File: src/hw/rtl/wpbs_pkg.sv
// ----------------------------------------------------------------------------
// wpbs_pkg
// Types and constants shared by the white pixel band steering block.
// ----------------------------------------------------------------------------
package wpbs_pkg;

  localparam int COUNT_W     = 21;
  localparam int CFG_IDX_W   = 2;
  localparam int CFG_DATA_W  = 11;
  localparam int QUEUE_DEPTH = 4;
  localparam int QPTR_W      = 2;
  localparam int QCNT_W      = 3;

  localparam logic [CFG_IDX_W-1:0] CFG_FRAME_WIDTH  = 2'd0;
  localparam logic [CFG_IDX_W-1:0] CFG_FRAME_HEIGHT = 2'd1;
  localparam logic [CFG_IDX_W-1:0] CFG_WHITE_LEVEL  = 2'd2;

  localparam logic [CFG_DATA_W-1:0] RST_FRAME_WIDTH  = 11'd640;
  localparam logic [CFG_DATA_W-1:0] RST_FRAME_HEIGHT = 11'd480;
  localparam logic [7:0]            RST_WHITE_LEVEL  = 8'd255;

  localparam logic [1:0] DIR_STOP     = 2'd0;
  localparam logic [1:0] DIR_LEFT     = 2'd1;
  localparam logic [1:0] DIR_STRAIGHT = 2'd2;
  localparam logic [1:0] DIR_RIGHT    = 2'd3;

  typedef enum logic [1:0] {
    BAND_NONE   = 2'd0,
    BAND_LEFT   = 2'd1,
    BAND_CENTER = 2'd2,
    BAND_RIGHT  = 2'd3
  } band_t;

  typedef struct packed {
    logic [7:0] red;
    logic [7:0] green;
    logic [7:0] blue;
  } pixel_t;

  typedef struct packed {
    logic [1:0]         direction;
    logic [COUNT_W-1:0] left_count;
    logic [COUNT_W-1:0] center_count;
    logic [COUNT_W-1:0] right_count;
  } result_t;

  // classified pixel handed from front to back
  typedef struct packed {
    band_t band;
    logic  last;
  } token_t;

  typedef struct packed {
    logic   push;
    token_t data;
  } qwr_t;

  typedef struct packed {
    logic   full;
  } qwr_stat_t;

  typedef struct packed {
    logic   avail;
    token_t data;
  } qrd_t;

endpackage

File: src/hw/rtl/wpbs_fifo.sv
// ----------------------------------------------------------------------------
// wpbs_fifo
// Short token queue between the classifying front and the counting back.
// ----------------------------------------------------------------------------
module wpbs_fifo (
  input  logic               clk,
  input  logic               rst,
  input  wpbs_pkg::qwr_t     wr,
  output wpbs_pkg::qwr_stat_t wr_stat,
  output wpbs_pkg::qrd_t     rd,
  input  logic               pop
);
  import wpbs_pkg::*;

  token_t              mem [QUEUE_DEPTH];
  logic [QPTR_W-1:0]   wptr;
  logic [QPTR_W-1:0]   rptr;
  logic [QCNT_W-1:0]   count;
  logic                do_push;
  logic                do_pop;

  assign wr_stat.full = (count == QCNT_W'(QUEUE_DEPTH));
  assign rd.avail     = (count != '0);
  assign rd.data      = mem[rptr];
  assign do_push      = wr.push && !wr_stat.full;
  assign do_pop       = pop && rd.avail;

  always_ff @(posedge clk) begin
    if (do_push) begin
      mem[wptr] <= wr.data;
    end
  end

  always_ff @(posedge clk) begin
    if (rst) begin
      wptr  <= '0;
      rptr  <= '0;
      count <= '0;
    end else begin
      if (do_push) begin
        wptr <= wptr + 1'b1;
      end
      if (do_pop) begin
        rptr <= rptr + 1'b1;
      end
      if (do_push && !do_pop) begin
        count <= count + 1'b1;
      end else if (!do_push && do_pop) begin
        count <= count - 1'b1;
      end
    end
  end

endmodule

File: src/hw/rtl/wpbs_front.sv
// ----------------------------------------------------------------------------
// wpbs_front
// Holds the frame geometry, tracks raster position and classifies each pixel
// into a column band.
// ----------------------------------------------------------------------------
module wpbs_front #(
  parameter int MAX_WIDTH  = 1024,
  parameter int MAX_HEIGHT = 1024
) (
  input  logic                                clk,
  input  logic                                rst,
  input  logic                                cfg_we,
  input  logic [wpbs_pkg::CFG_IDX_W-1:0]      cfg_index,
  input  logic [wpbs_pkg::CFG_DATA_W-1:0]     cfg_data,
  input  logic                                pixel_valid,
  output logic                                pixel_ready,
  input  wpbs_pkg::pixel_t                    pixel,
  output wpbs_pkg::qwr_t                      qwr,
  input  wpbs_pkg::qwr_stat_t                 qwr_stat
);
  import wpbs_pkg::*;

  localparam int CW = $clog2(MAX_WIDTH);
  localparam int RW = (MAX_HEIGHT > 1) ? $clog2(MAX_HEIGHT) : 1;
  localparam int WW = $clog2(MAX_WIDTH + 1);
  localparam int HW = (MAX_HEIGHT > 1) ? $clog2(MAX_HEIGHT + 1) : 1;
  localparam int MW = WW + 2;

  function automatic logic [WW-1:0] clamp_w(input logic [CFG_DATA_W-1:0] v);
    logic [WW-1:0] r;
    if (v == '0) begin
      r = WW'(1);
    end else if (32'(v) > MAX_WIDTH) begin
      r = WW'(MAX_WIDTH);
    end else begin
      r = WW'(v);
    end
    return r;
  endfunction

  function automatic logic [HW-1:0] clamp_h(input logic [CFG_DATA_W-1:0] v);
    logic [HW-1:0] r;
    if (v == '0) begin
      r = HW'(1);
    end else if (32'(v) > MAX_HEIGHT) begin
      r = HW'(MAX_HEIGHT);
    end else begin
      r = HW'(v);
    end
    return r;
  endfunction

  logic [WW-1:0] width_eff;
  logic [HW-1:0] height_eff;
  logic [7:0]    white_level;
  logic [CW-1:0] col;
  logic [RW-1:0] row;

  logic          accept;
  logic          is_white;
  logic          col_last;
  logic          row_last;
  logic [MW-1:0] c3;
  logic [MW-1:0] w1;
  logic [MW-1:0] w2;
  band_t         band;

  always_ff @(posedge clk) begin
    if (rst) begin
      width_eff   <= clamp_w(RST_FRAME_WIDTH);
      height_eff  <= clamp_h(RST_FRAME_HEIGHT);
      white_level <= RST_WHITE_LEVEL;
    end else if (cfg_we) begin
      case (cfg_index)
        CFG_FRAME_WIDTH:  width_eff   <= clamp_w(cfg_data);
        CFG_FRAME_HEIGHT: height_eff  <= clamp_h(cfg_data);
        CFG_WHITE_LEVEL:  white_level <= cfg_data[7:0];
        default: ;
      endcase
    end
  end

  assign pixel_ready = !qwr_stat.full;
  assign accept      = pixel_valid && pixel_ready;

  assign is_white = (pixel.red == white_level) && (pixel.green == white_level) &&
                    (pixel.blue == white_level);
  assign c3       = MW'(col) + (MW'(col) << 1);
  assign w1       = MW'(width_eff);
  assign w2       = w1 << 1;
  assign col_last = (WW'(col) + WW'(1)) >= width_eff;
  assign row_last = (HW'(row) + HW'(1)) >= height_eff;

  always_comb begin
    band = BAND_NONE;
    if (is_white) begin
      if (c3 <= w1) begin
        band = BAND_LEFT;
      end else if (c3 < w2) begin
        band = BAND_CENTER;
      end else if (c3 > w2) begin
        band = BAND_RIGHT;
      end
    end
  end

  assign qwr.push      = accept;
  assign qwr.data.band = band;
  assign qwr.data.last = col_last && row_last;

  always_ff @(posedge clk) begin
    if (rst) begin
      col <= '0;
      row <= '0;
    end else if (accept) begin
      if (col_last) begin
        col <= '0;
        if (row_last) begin
          row <= '0;
        end else begin
          row <= row + 1'b1;
        end
      end else begin
        col <= col + 1'b1;
      end
    end
  end

endmodule

File: src/hw/rtl/wpbs_back.sv
// ----------------------------------------------------------------------------
// wpbs_back
// Accumulates saturating band counts and emits the frame result with its
// steering command through an output register.
// ----------------------------------------------------------------------------
module wpbs_back (
  input  logic              clk,
  input  logic              rst,
  input  wpbs_pkg::qrd_t    qrd,
  output logic              pop,
  output logic              result_valid,
  input  logic              result_ready,
  output wpbs_pkg::result_t result
);
  import wpbs_pkg::*;

  logic [COUNT_W-1:0] left_total;
  logic [COUNT_W-1:0] center_total;
  logic [COUNT_W-1:0] right_total;
  logic [COUNT_W-1:0] left_next;
  logic [COUNT_W-1:0] center_next;
  logic [COUNT_W-1:0] right_next;
  logic [1:0]         dir_next;
  logic               slot_free;
  logic               take_last;

  function automatic logic [COUNT_W-1:0] sat_inc(input logic [COUNT_W-1:0] c);
    return (c == '1) ? c : c + 1'b1;
  endfunction

  assign slot_free = !result_valid || result_ready;
  assign pop       = qrd.avail && (!qrd.data.last || slot_free);
  assign take_last = pop && qrd.data.last;

  always_comb begin
    left_next   = left_total;
    center_next = center_total;
    right_next  = right_total;
    case (qrd.data.band)
      BAND_LEFT:   left_next   = sat_inc(left_total);
      BAND_CENTER: center_next = sat_inc(center_total);
      BAND_RIGHT:  right_next  = sat_inc(right_total);
      default: ;
    endcase
  end

  always_comb begin
    if (left_next == '0 && center_next == '0 && right_next == '0) begin
      dir_next = DIR_STOP;
    end else if (left_next >= center_next && left_next >= right_next) begin
      dir_next = DIR_LEFT;
    end else if (center_next >= right_next) begin
      dir_next = DIR_STRAIGHT;
    end else begin
      dir_next = DIR_RIGHT;
    end
  end

  always_ff @(posedge clk) begin
    if (rst) begin
      left_total   <= '0;
      center_total <= '0;
      right_total  <= '0;
      result_valid <= 1'b0;
    end else begin
      if (take_last) begin
        left_total   <= '0;
        center_total <= '0;
        right_total  <= '0;
      end else if (pop) begin
        left_total   <= left_next;
        center_total <= center_next;
        right_total  <= right_next;
      end
      if (take_last) begin
        result_valid <= 1'b1;
      end else if (result_ready) begin
        result_valid <= 1'b0;
      end
    end
  end

  always_ff @(posedge clk) begin
    if (take_last) begin
      result.direction    <= dir_next;
      result.left_count   <= left_next;
      result.center_count <= center_next;
      result.right_count  <= right_next;
    end
  end

endmodule

File: src/hw/rtl/white_pixel_band_steering.sv
// ----------------------------------------------------------------------------
// white_pixel_band_steering
// Counts white pixels in three column bands per frame and emits a steering
// command with the counts after each frame's last pixel.
// ----------------------------------------------------------------------------
// Throughput: one pixel per cycle while the queue has room; the front
//   classifies, a 4-entry queue feeds the counting back end.
// Result path: the back end pops a frame's last pixel from the queue and sets
//   the registered result_valid, waiting while a prior result is still held.
// Reset: clears position, counts, queue and output valid; geometry returns to
//   640 x 480 and white level to 255.
module white_pixel_band_steering #(
  parameter int MAX_WIDTH  = 1024,
  parameter int MAX_HEIGHT = 1024
) (
  input  logic                            clk,
  input  logic                            rst,
  input  logic                            cfg_we,
  input  logic [wpbs_pkg::CFG_IDX_W-1:0]  cfg_index,
  input  logic [wpbs_pkg::CFG_DATA_W-1:0] cfg_data,
  input  logic                            pixel_valid,
  output logic                            pixel_ready,
  input  wpbs_pkg::pixel_t                pixel,
  output logic                            result_valid,
  input  logic                            result_ready,
  output wpbs_pkg::result_t               result
);
  import wpbs_pkg::*;

  qwr_t      qwr;
  qwr_stat_t qwr_stat;
  qrd_t      qrd;
  logic      pop;

  wpbs_front #(
    .MAX_WIDTH  (MAX_WIDTH),
    .MAX_HEIGHT (MAX_HEIGHT)
  ) u_front (
    .clk         (clk),
    .rst         (rst),
    .cfg_we      (cfg_we),
    .cfg_index   (cfg_index),
    .cfg_data    (cfg_data),
    .pixel_valid (pixel_valid),
    .pixel_ready (pixel_ready),
    .pixel       (pixel),
    .qwr         (qwr),
    .qwr_stat    (qwr_stat)
  );

  wpbs_fifo u_fifo (
    .clk     (clk),
    .rst     (rst),
    .wr      (qwr),
    .wr_stat (qwr_stat),
    .rd      (qrd),
    .pop     (pop)
  );

  wpbs_back u_back (
    .clk          (clk),
    .rst          (rst),
    .qrd          (qrd),
    .pop          (pop),
    .result_valid (result_valid),
    .result_ready (result_ready),
    .result       (result)
  );

endmodule

File: config.mk
export PLATFORM = sky130hd
export DESIGN_NAME = white_pixel_band_steering
export DESIGN_NICKNAME = d
export VERILOG_FILES = /design/src/hw/rtl/wpbs_pkg.sv /design/src/hw/rtl/wpbs_fifo.sv /design/src/hw/rtl/wpbs_front.sv /design/src/hw/rtl/wpbs_back.sv /design/src/hw/rtl/white_pixel_band_steering.sv
export SDC_FILE = /design/constraint.sdc
export NUM_CORES = 1
export LEC_CHECK = 0
export ABC_AREA = 1
export BUFFER_PORTS_ARGS = -buffer_cell sky130_fd_sc_hd__buf_2
export CAP_MARGIN = 10
export CORE_MARGIN = 1
export CORE_UTILIZATION = 60
export CTS_BUF_LIST = sky130_fd_sc_hd__clkbuf_2 sky130_fd_sc_hd__clkbuf_4 sky130_fd_sc_hd__clkbuf_8
export DETAILED_ROUTE_END_ITERATION = 10
export PLACE_DENSITY = 0.8
export SLEW_MARGIN = 20
export SYNTH_ARGS = -nofsm -noshare
export SYNTH_HDL_FRONTEND = slang
export SYNTH_SLANG_ARGS = --single-unit
File: constraint.sdc
create_clock -name clk -period 5.8 [get_ports clk]
set_clock_uncertainty 0.1 [all_clocks]
set_input_delay 0.58 -clock clk [delete_from_list [all_inputs] [get_ports clk]]
set_output_delay 0.58 -clock clk [all_outputs]
set_load 0.01 [all_outputs]
Word level (Yosys, flattened, before mapping)
Memories as Yosys holds them, arrays and structs flattened. A register that Yosys moved wholly into a read port is not among the register bits.
Index checks and enable logic that the tools add are counted.
{ "totals": {"ff_bits": 186, "latch_bits": 0, "ram_bits": 12, "rom_bits": 0, "in_bits": 42, "output_inout_bits": 67, "elab_cells": 109, "mem_count": 1} }
{ "classes": {"addsub": 12, "mul": 0, "div_mod_pow": 0, "magnitude_cmp": 9, "eq_ne": 12, "shifts": 0, "n_mux": 24, "bitwise": 0, "reduce_logical": 34} }
{ "memory_table": {"columns": ["name", "words", "word_bits", "read_ports", "rd_clocked_by_memory_dff", "write_ports", "line_no", "source"], "rows": [
  ["u_fifo.mem", 4, 3, 1, 1, 1, "wpbs_fifo.sv:15", "token_t mem [QUEUE_DEPTH];"]
]} }
{ "op_table": {"columns": ["operator", "n"], "rows": [
  ["2-to-1 mux 21 bit", 6],
  ["adder 21 x 1 -> 21 bit (second input constant)", 3],
  ["equality test 21 bit (second input constant)", 3],
  ["greater-or-equal comparator 21 bit", 3],
  ["logical NOT 21 bit", 3],
  ["equality test 8 bit", 3],
  ["adder 10 x 1 -> 11 bit (second input constant)", 2],
  ["greater-or-equal comparator 11 bit", 2],
  ["2-to-1 mux 11 bit", 2],
  ["adder 10 x 1 -> 10 bit (second input constant)", 2],
  ["2-to-1 mux 10 bit", 2],
  ["greater-than comparator 13 x 12 -> 1 bit", 1],
  ["less-or-equal comparator 13 x 11 -> 1 bit", 1],
  ["logical AND 1 bit", 13],
  ["less-than comparator 13 x 12 -> 1 bit", 1],
  ["adder 10 x 11 -> 12 bit", 1],
  ["2-to-1 mux 2 bit", 6],
  ["greater-than comparator 11 bit (second input constant)", 1],
  ["logical NOT 11 bit", 1],
  ["AND reduction 2 bit", 4],
  ["equality test 2 bit (second input constant)", 3],
  ["2-to-1 mux 1 bit", 6],
  ["2-to-1 mux 3 bit", 2],
  ["logical NOT 1 bit", 5],
  ["other kinds (10)", 15]
]} }

Logic depth before layout (Yosys ltp)
{ "logic_depth": {"ltp_word": 8, "ltp_mapped": 24, "mapped_depth_nobuf": 23} }

Hierarchy
From an unflattened synthesis, not the netlist that was laid out.
{ "hier_totals": {"cells_unflattened": 1824, "hier_area_um2": 13536.7} }
{ "by_module_without_submodules": {"columns": ["mod", "instances", "cells_per_inst", "area_per_inst_um2", "seq_area_each_um2"], "rows": [
  ["wpbs_back", 1, 1155, 8540.7, 3233.1],
  ["wpbs_front", 1, 571, 4032.6, 1001.0],
  ["wpbs_fifo", 1, 98, 963.4, 540.5]
]} }

Worst setup path before layout
Ideal clock, no wire load.
{ "synth_path": {"kind": "register to register", "from": "register u_front.col[0]", "to": "memory u_fifo.mem[0][1] (netlist name), data pin", "setup_ps": 257, "t_arrival_ps": 2742, "required_ps": 5443, "path_slack_ps": 2701, "path_stages_with_launch": 17, "path_buffers": 0, "period_less_slack_ps": 3099, "cell_sequence": "dfxtp_1 -> ha_1 -> inv_1 -> fa_1 -> o21ai_0 -> a21boi_0 -> o21ai_0 -> xor2_1 -> ha_1 -> nand2_1 -> o21ai_0 -> a21oi_1 -> o21bai_1 -> nand2_1 -> nand3_1 -> nand2_1 -> inv_1"} }
{ "synth_rtl": {"columns": ["element", "line_no", "source"], "rows": [
  ["from (decl)", "wpbs_front.sv:56", "logic [CW-1:0] col;"],
  ["from (signal assigned)", "wpbs_front.sv:124", "col <= col + 1'b1;"],
  ["to (decl)", "wpbs_fifo.sv:15", null]
]} }

==> impl_metrics.ini <==
[outcome]
status = completed

[yosys]
synth_area_leaders = dfxtp_1, edfxtp_1, ha_1, nand2_1, inv_1
synth_ff_type = dfxtp_1
ys.warnings.count = 0
syn_avg_cell_area_sq_um = 7.49
yosysSeqAreaShare = 0.359
synth_nets = 1945
yosys.area.top_type = dfxtp_1
ys_ff_latch = 200
synthesis.instances = 1776
synth.distinct_cells = 50
synth_edf_count = 77
yosysTopAreaCellShare = 0.185
async_reset_ff_frac = 0
synthesis.area_sq_um = 13300

[clocking]
cts.clk_slew.worst_paths_ns = 0.10
cts_buffer_depth = 2
cts_sinks = 200
h-tree-depth = 4
cts_tree = done
cts.repair.resized = 0
clk_latency_ns = 0.49
ctsHoldBuffers = 0
cts_inserted_buffers = 17
root_buffer = clkbuf_8
postCtsSetupRepairBufs = 0

[sta]
fin_crit_ns = 3.95
rsz0062_at_grt = no
slew_headroom = 0.312
drv_slew = 0
hold_viol = 0
tightest_slew_ns = 1.02
post-route-period-util = 0.681
setup_viol = 0
fin_setup_tns_ns = 0
max_freq_mhz = 253
holdWs_ns = 0.253

[power_and_ir_drop]
switchingPower_mw = 4.54
switching_share = 0.515
irDropWorstVdd_mv = 0.286
powerDensity_nw_per_um2 = 611
total_leakage_power_nw = 6.65
comb_power_share = 0.624
power.internal_mw = 4.28
seqPwrFrac = 0.270
clkPwrFrac = 0.106

[drt]
wl_per_cell_um = 16.4
vias_per_cell = 5.66
totalWireLength_um = 35400
first_pass_iters = 5
drc = 0
first_iter_violations = 917
num_vias = 12236
ant_nets = 0

[grt]
grt_overflow = 0
antenna_found_initial = 1
grt_use_total = 0.319
grt_pass1_vias = 11240
grt_max_degree = 108
grt_pass1_wl_um = 56100

[cells_and_area]
multiInputGateArea_sq_um = 7430
stdcell_count = 2162
fin_nets = 2037
regArea_sq_um = 4770
layout.filler_cells = 1916
area_delta_synth_final_pct = 8.48
drive_gt1_frac = 0.104

[floorplan]
die_w_um = 151
rows = 54
core_region_area_sq_um = 21800
die_y_um = 151
dieArea_sq_um = 22800
floorplan.initialDensity = 0.611
io_pins = 109

[placed_design]
portBuffers = 108
placed_cells = 2129
hpwl_um = 27200
gp_congestion = 0.982

[critical_path]
cp.arrival_ns = 4.20
cp-start-kind = flip-flop
crit_required_ns = 6.05
critPathKind = reg -> reg
cp-end-kind = flip-flop
worstPathMaxFanout = 34

[hold_path]
hold_class = in -> reg

[flow_run]
maxCapViolCount = 0
final cells by class:
| type | instances | share of cell area |
|---|---|---|
| clock inverters | 14 | 0.0111 |
| repair buffers | 114 | 0.0406 |
| well taps | 280 | 0.0243 |
| flip-flops and latches | 200 | 0.331 |
| clock buffers | 18 | 0.0167 |
| multi-input cells | 1299 | 0.515 |
| diodes | 1 | 0.000173 |
| inverters | 236 | 0.0614 |
through the flow:
step	worst slack [ns]	cell area, sq um	util	total power [mW]
floorplan	2.70	13300	-	6.22
global placement	2.02	14000	0.645	7.68
detailed placement	1.96	14000	0.645	7.81
CTS	1.95	14400	0.663	8.76
global route	1.46	14400	0.663	9.59
finish	1.85	14400	0.663	8.82
synth_stat cells, types with 7 or more instances:
cell / n
clkbuf_1: 24
nor4_1: 8
o21ai_2: 12
dfxtp_1: 123
nand3_1: 125
nand4_1: 43
edfxtp_1: 77
ha_1: 125
o21ai_0: 126
or2_2: 10
buf_2: 7
nor2_1: 136
a21oi_1: 159
o211ai_1: 11
xor2_1: 51
inv_1: 230
xnor2_1: 23
nand2_1: 377
nand2_2: 7
nor3_1: 27
nor2_2: 7
state kept, by name, indices dropped and copies added (netlist names), 3 cells and up, named ones only:
signal / count
u_fifo.count: 3
u_fifo.mem: 12
u_front.col: 10
u_front.white_level: 8
u_front.row: 10
u_back.left_total: 21
u_front.height_eff: 11
u_front.width_eff: 11
u_back.result: 65
u_back.right_total: 21
u_back.center_total: 21
placed cells by master (no fill, tap or decap), types with 5 or more instances in the layout:
| cell | n |
|---|---|
| a211oi_1 | 6 |
| a21oi_1 | 159 |
| buf_2 | 108 |
| buf_4 | 6 |
| clkbuf_8 | 17 |
| dfxtp_1 | 123 |
| edfxtp_1 | 77 |
| ha_1 | 125 |
| inv_1 | 228 |
| inv_2 | 6 |
| inv_6 | 5 |
| nand2_1 | 377 |
| nand2_2 | 7 |
| nand3_1 | 125 |
| nand3b_1 | 5 |
| nand4_1 | 43 |
| nor2_1 | 136 |
| nor2_2 | 7 |
| nor3_1 | 27 |
| nor3b_1 | 5 |
| nor4_1 | 8 |
| o211ai_1 | 11 |
| o21ai_0 | 126 |
| o21ai_1 | 6 |
| o21ai_2 | 12 |
| or2_2 | 10 |
| xnor2_1 | 23 |
| xor2_1 | 51 |
worst paths after layout:
check | startpoint | to | slack (ns) | cells past startpoint
setup reg to reg | flip-flop | u_back.result[63] | 1.85 | 18
hold / removal | cfg_data[0] | u_front.white_level[0] | 0.25 | 3
setup / recovery | flip-flop | u_back.result[63] | 1.85 | 18
hold reg to reg | u_fifo.rptr[1] | flip-flop | 0.38 | 2
layer usage:
metal | wire (um) | vias to the layer above | share of wire | global-route usage
li1 | - | 6135 | - | -
met1 | 15100 | 5580 | 0.43 | 0.405
met2 | 16800 | 445 | 0.47 | 0.542
met3 | 2330 | 76 | 0.066 | 0.0503
met4 | 1190 | 0 | 0.034 | 0.129
met5 | 0 | - | 0 | 0
power by group through the flow:
| stage | logic [mW] | clock network [mW] | registers (mW) |
|---|---|---|---|
| final | 5.50 | 0.931 | 2.38 |
| after global routing | 6.15 | 1.00 | 2.44 |
| after global placement | 5.29 | 0 | 2.39 |
| after detailed placement | 5.40 | 0 | 2.41 |
| after CTS | 5.43 | 0.950 | 2.38 |
| after floorplan | 3.73 | 0 | 2.49 |
worst max-delay path: stages (launching register included):
cell	delay [ns]
dfxtp_1	0.46
inv_2	0.10
nand2_1	0.09
nand2_1	0.06
nand2_1	0.06
nand2_2	0.07
nor2_4	0.57
nand2_1	0.11
o21ai_0	0.82
ha_1	0.31
inv_1	0.07
nor3_1	0.23
nor3b_1	0.29
o211ai_1	0.13
nand4_1	0.09
nand2_1	0.06
inv_1	0.07
nor2_1	0.04
nor2_1	0.09
logic make-up (layout without fill, tap and decap cells):
kind of cell | count (synthesis) | in the layout | synth area share
xor gates and xnor gates | 74 | 74 | 0.0487
buffers and inverters | 277 | 382 | 0.0826
AOI/OAI and AO/OA | 335 | 335 | 0.136
other | 0 | 1 | 0
adders and majority gates | 127 | 127 | 0.121
DFF | 200 | 200 | 0.359
and+or+nand+nor | 763 | 763 | 0.254
Note: power is estimated with default switching activity, not from simulation.
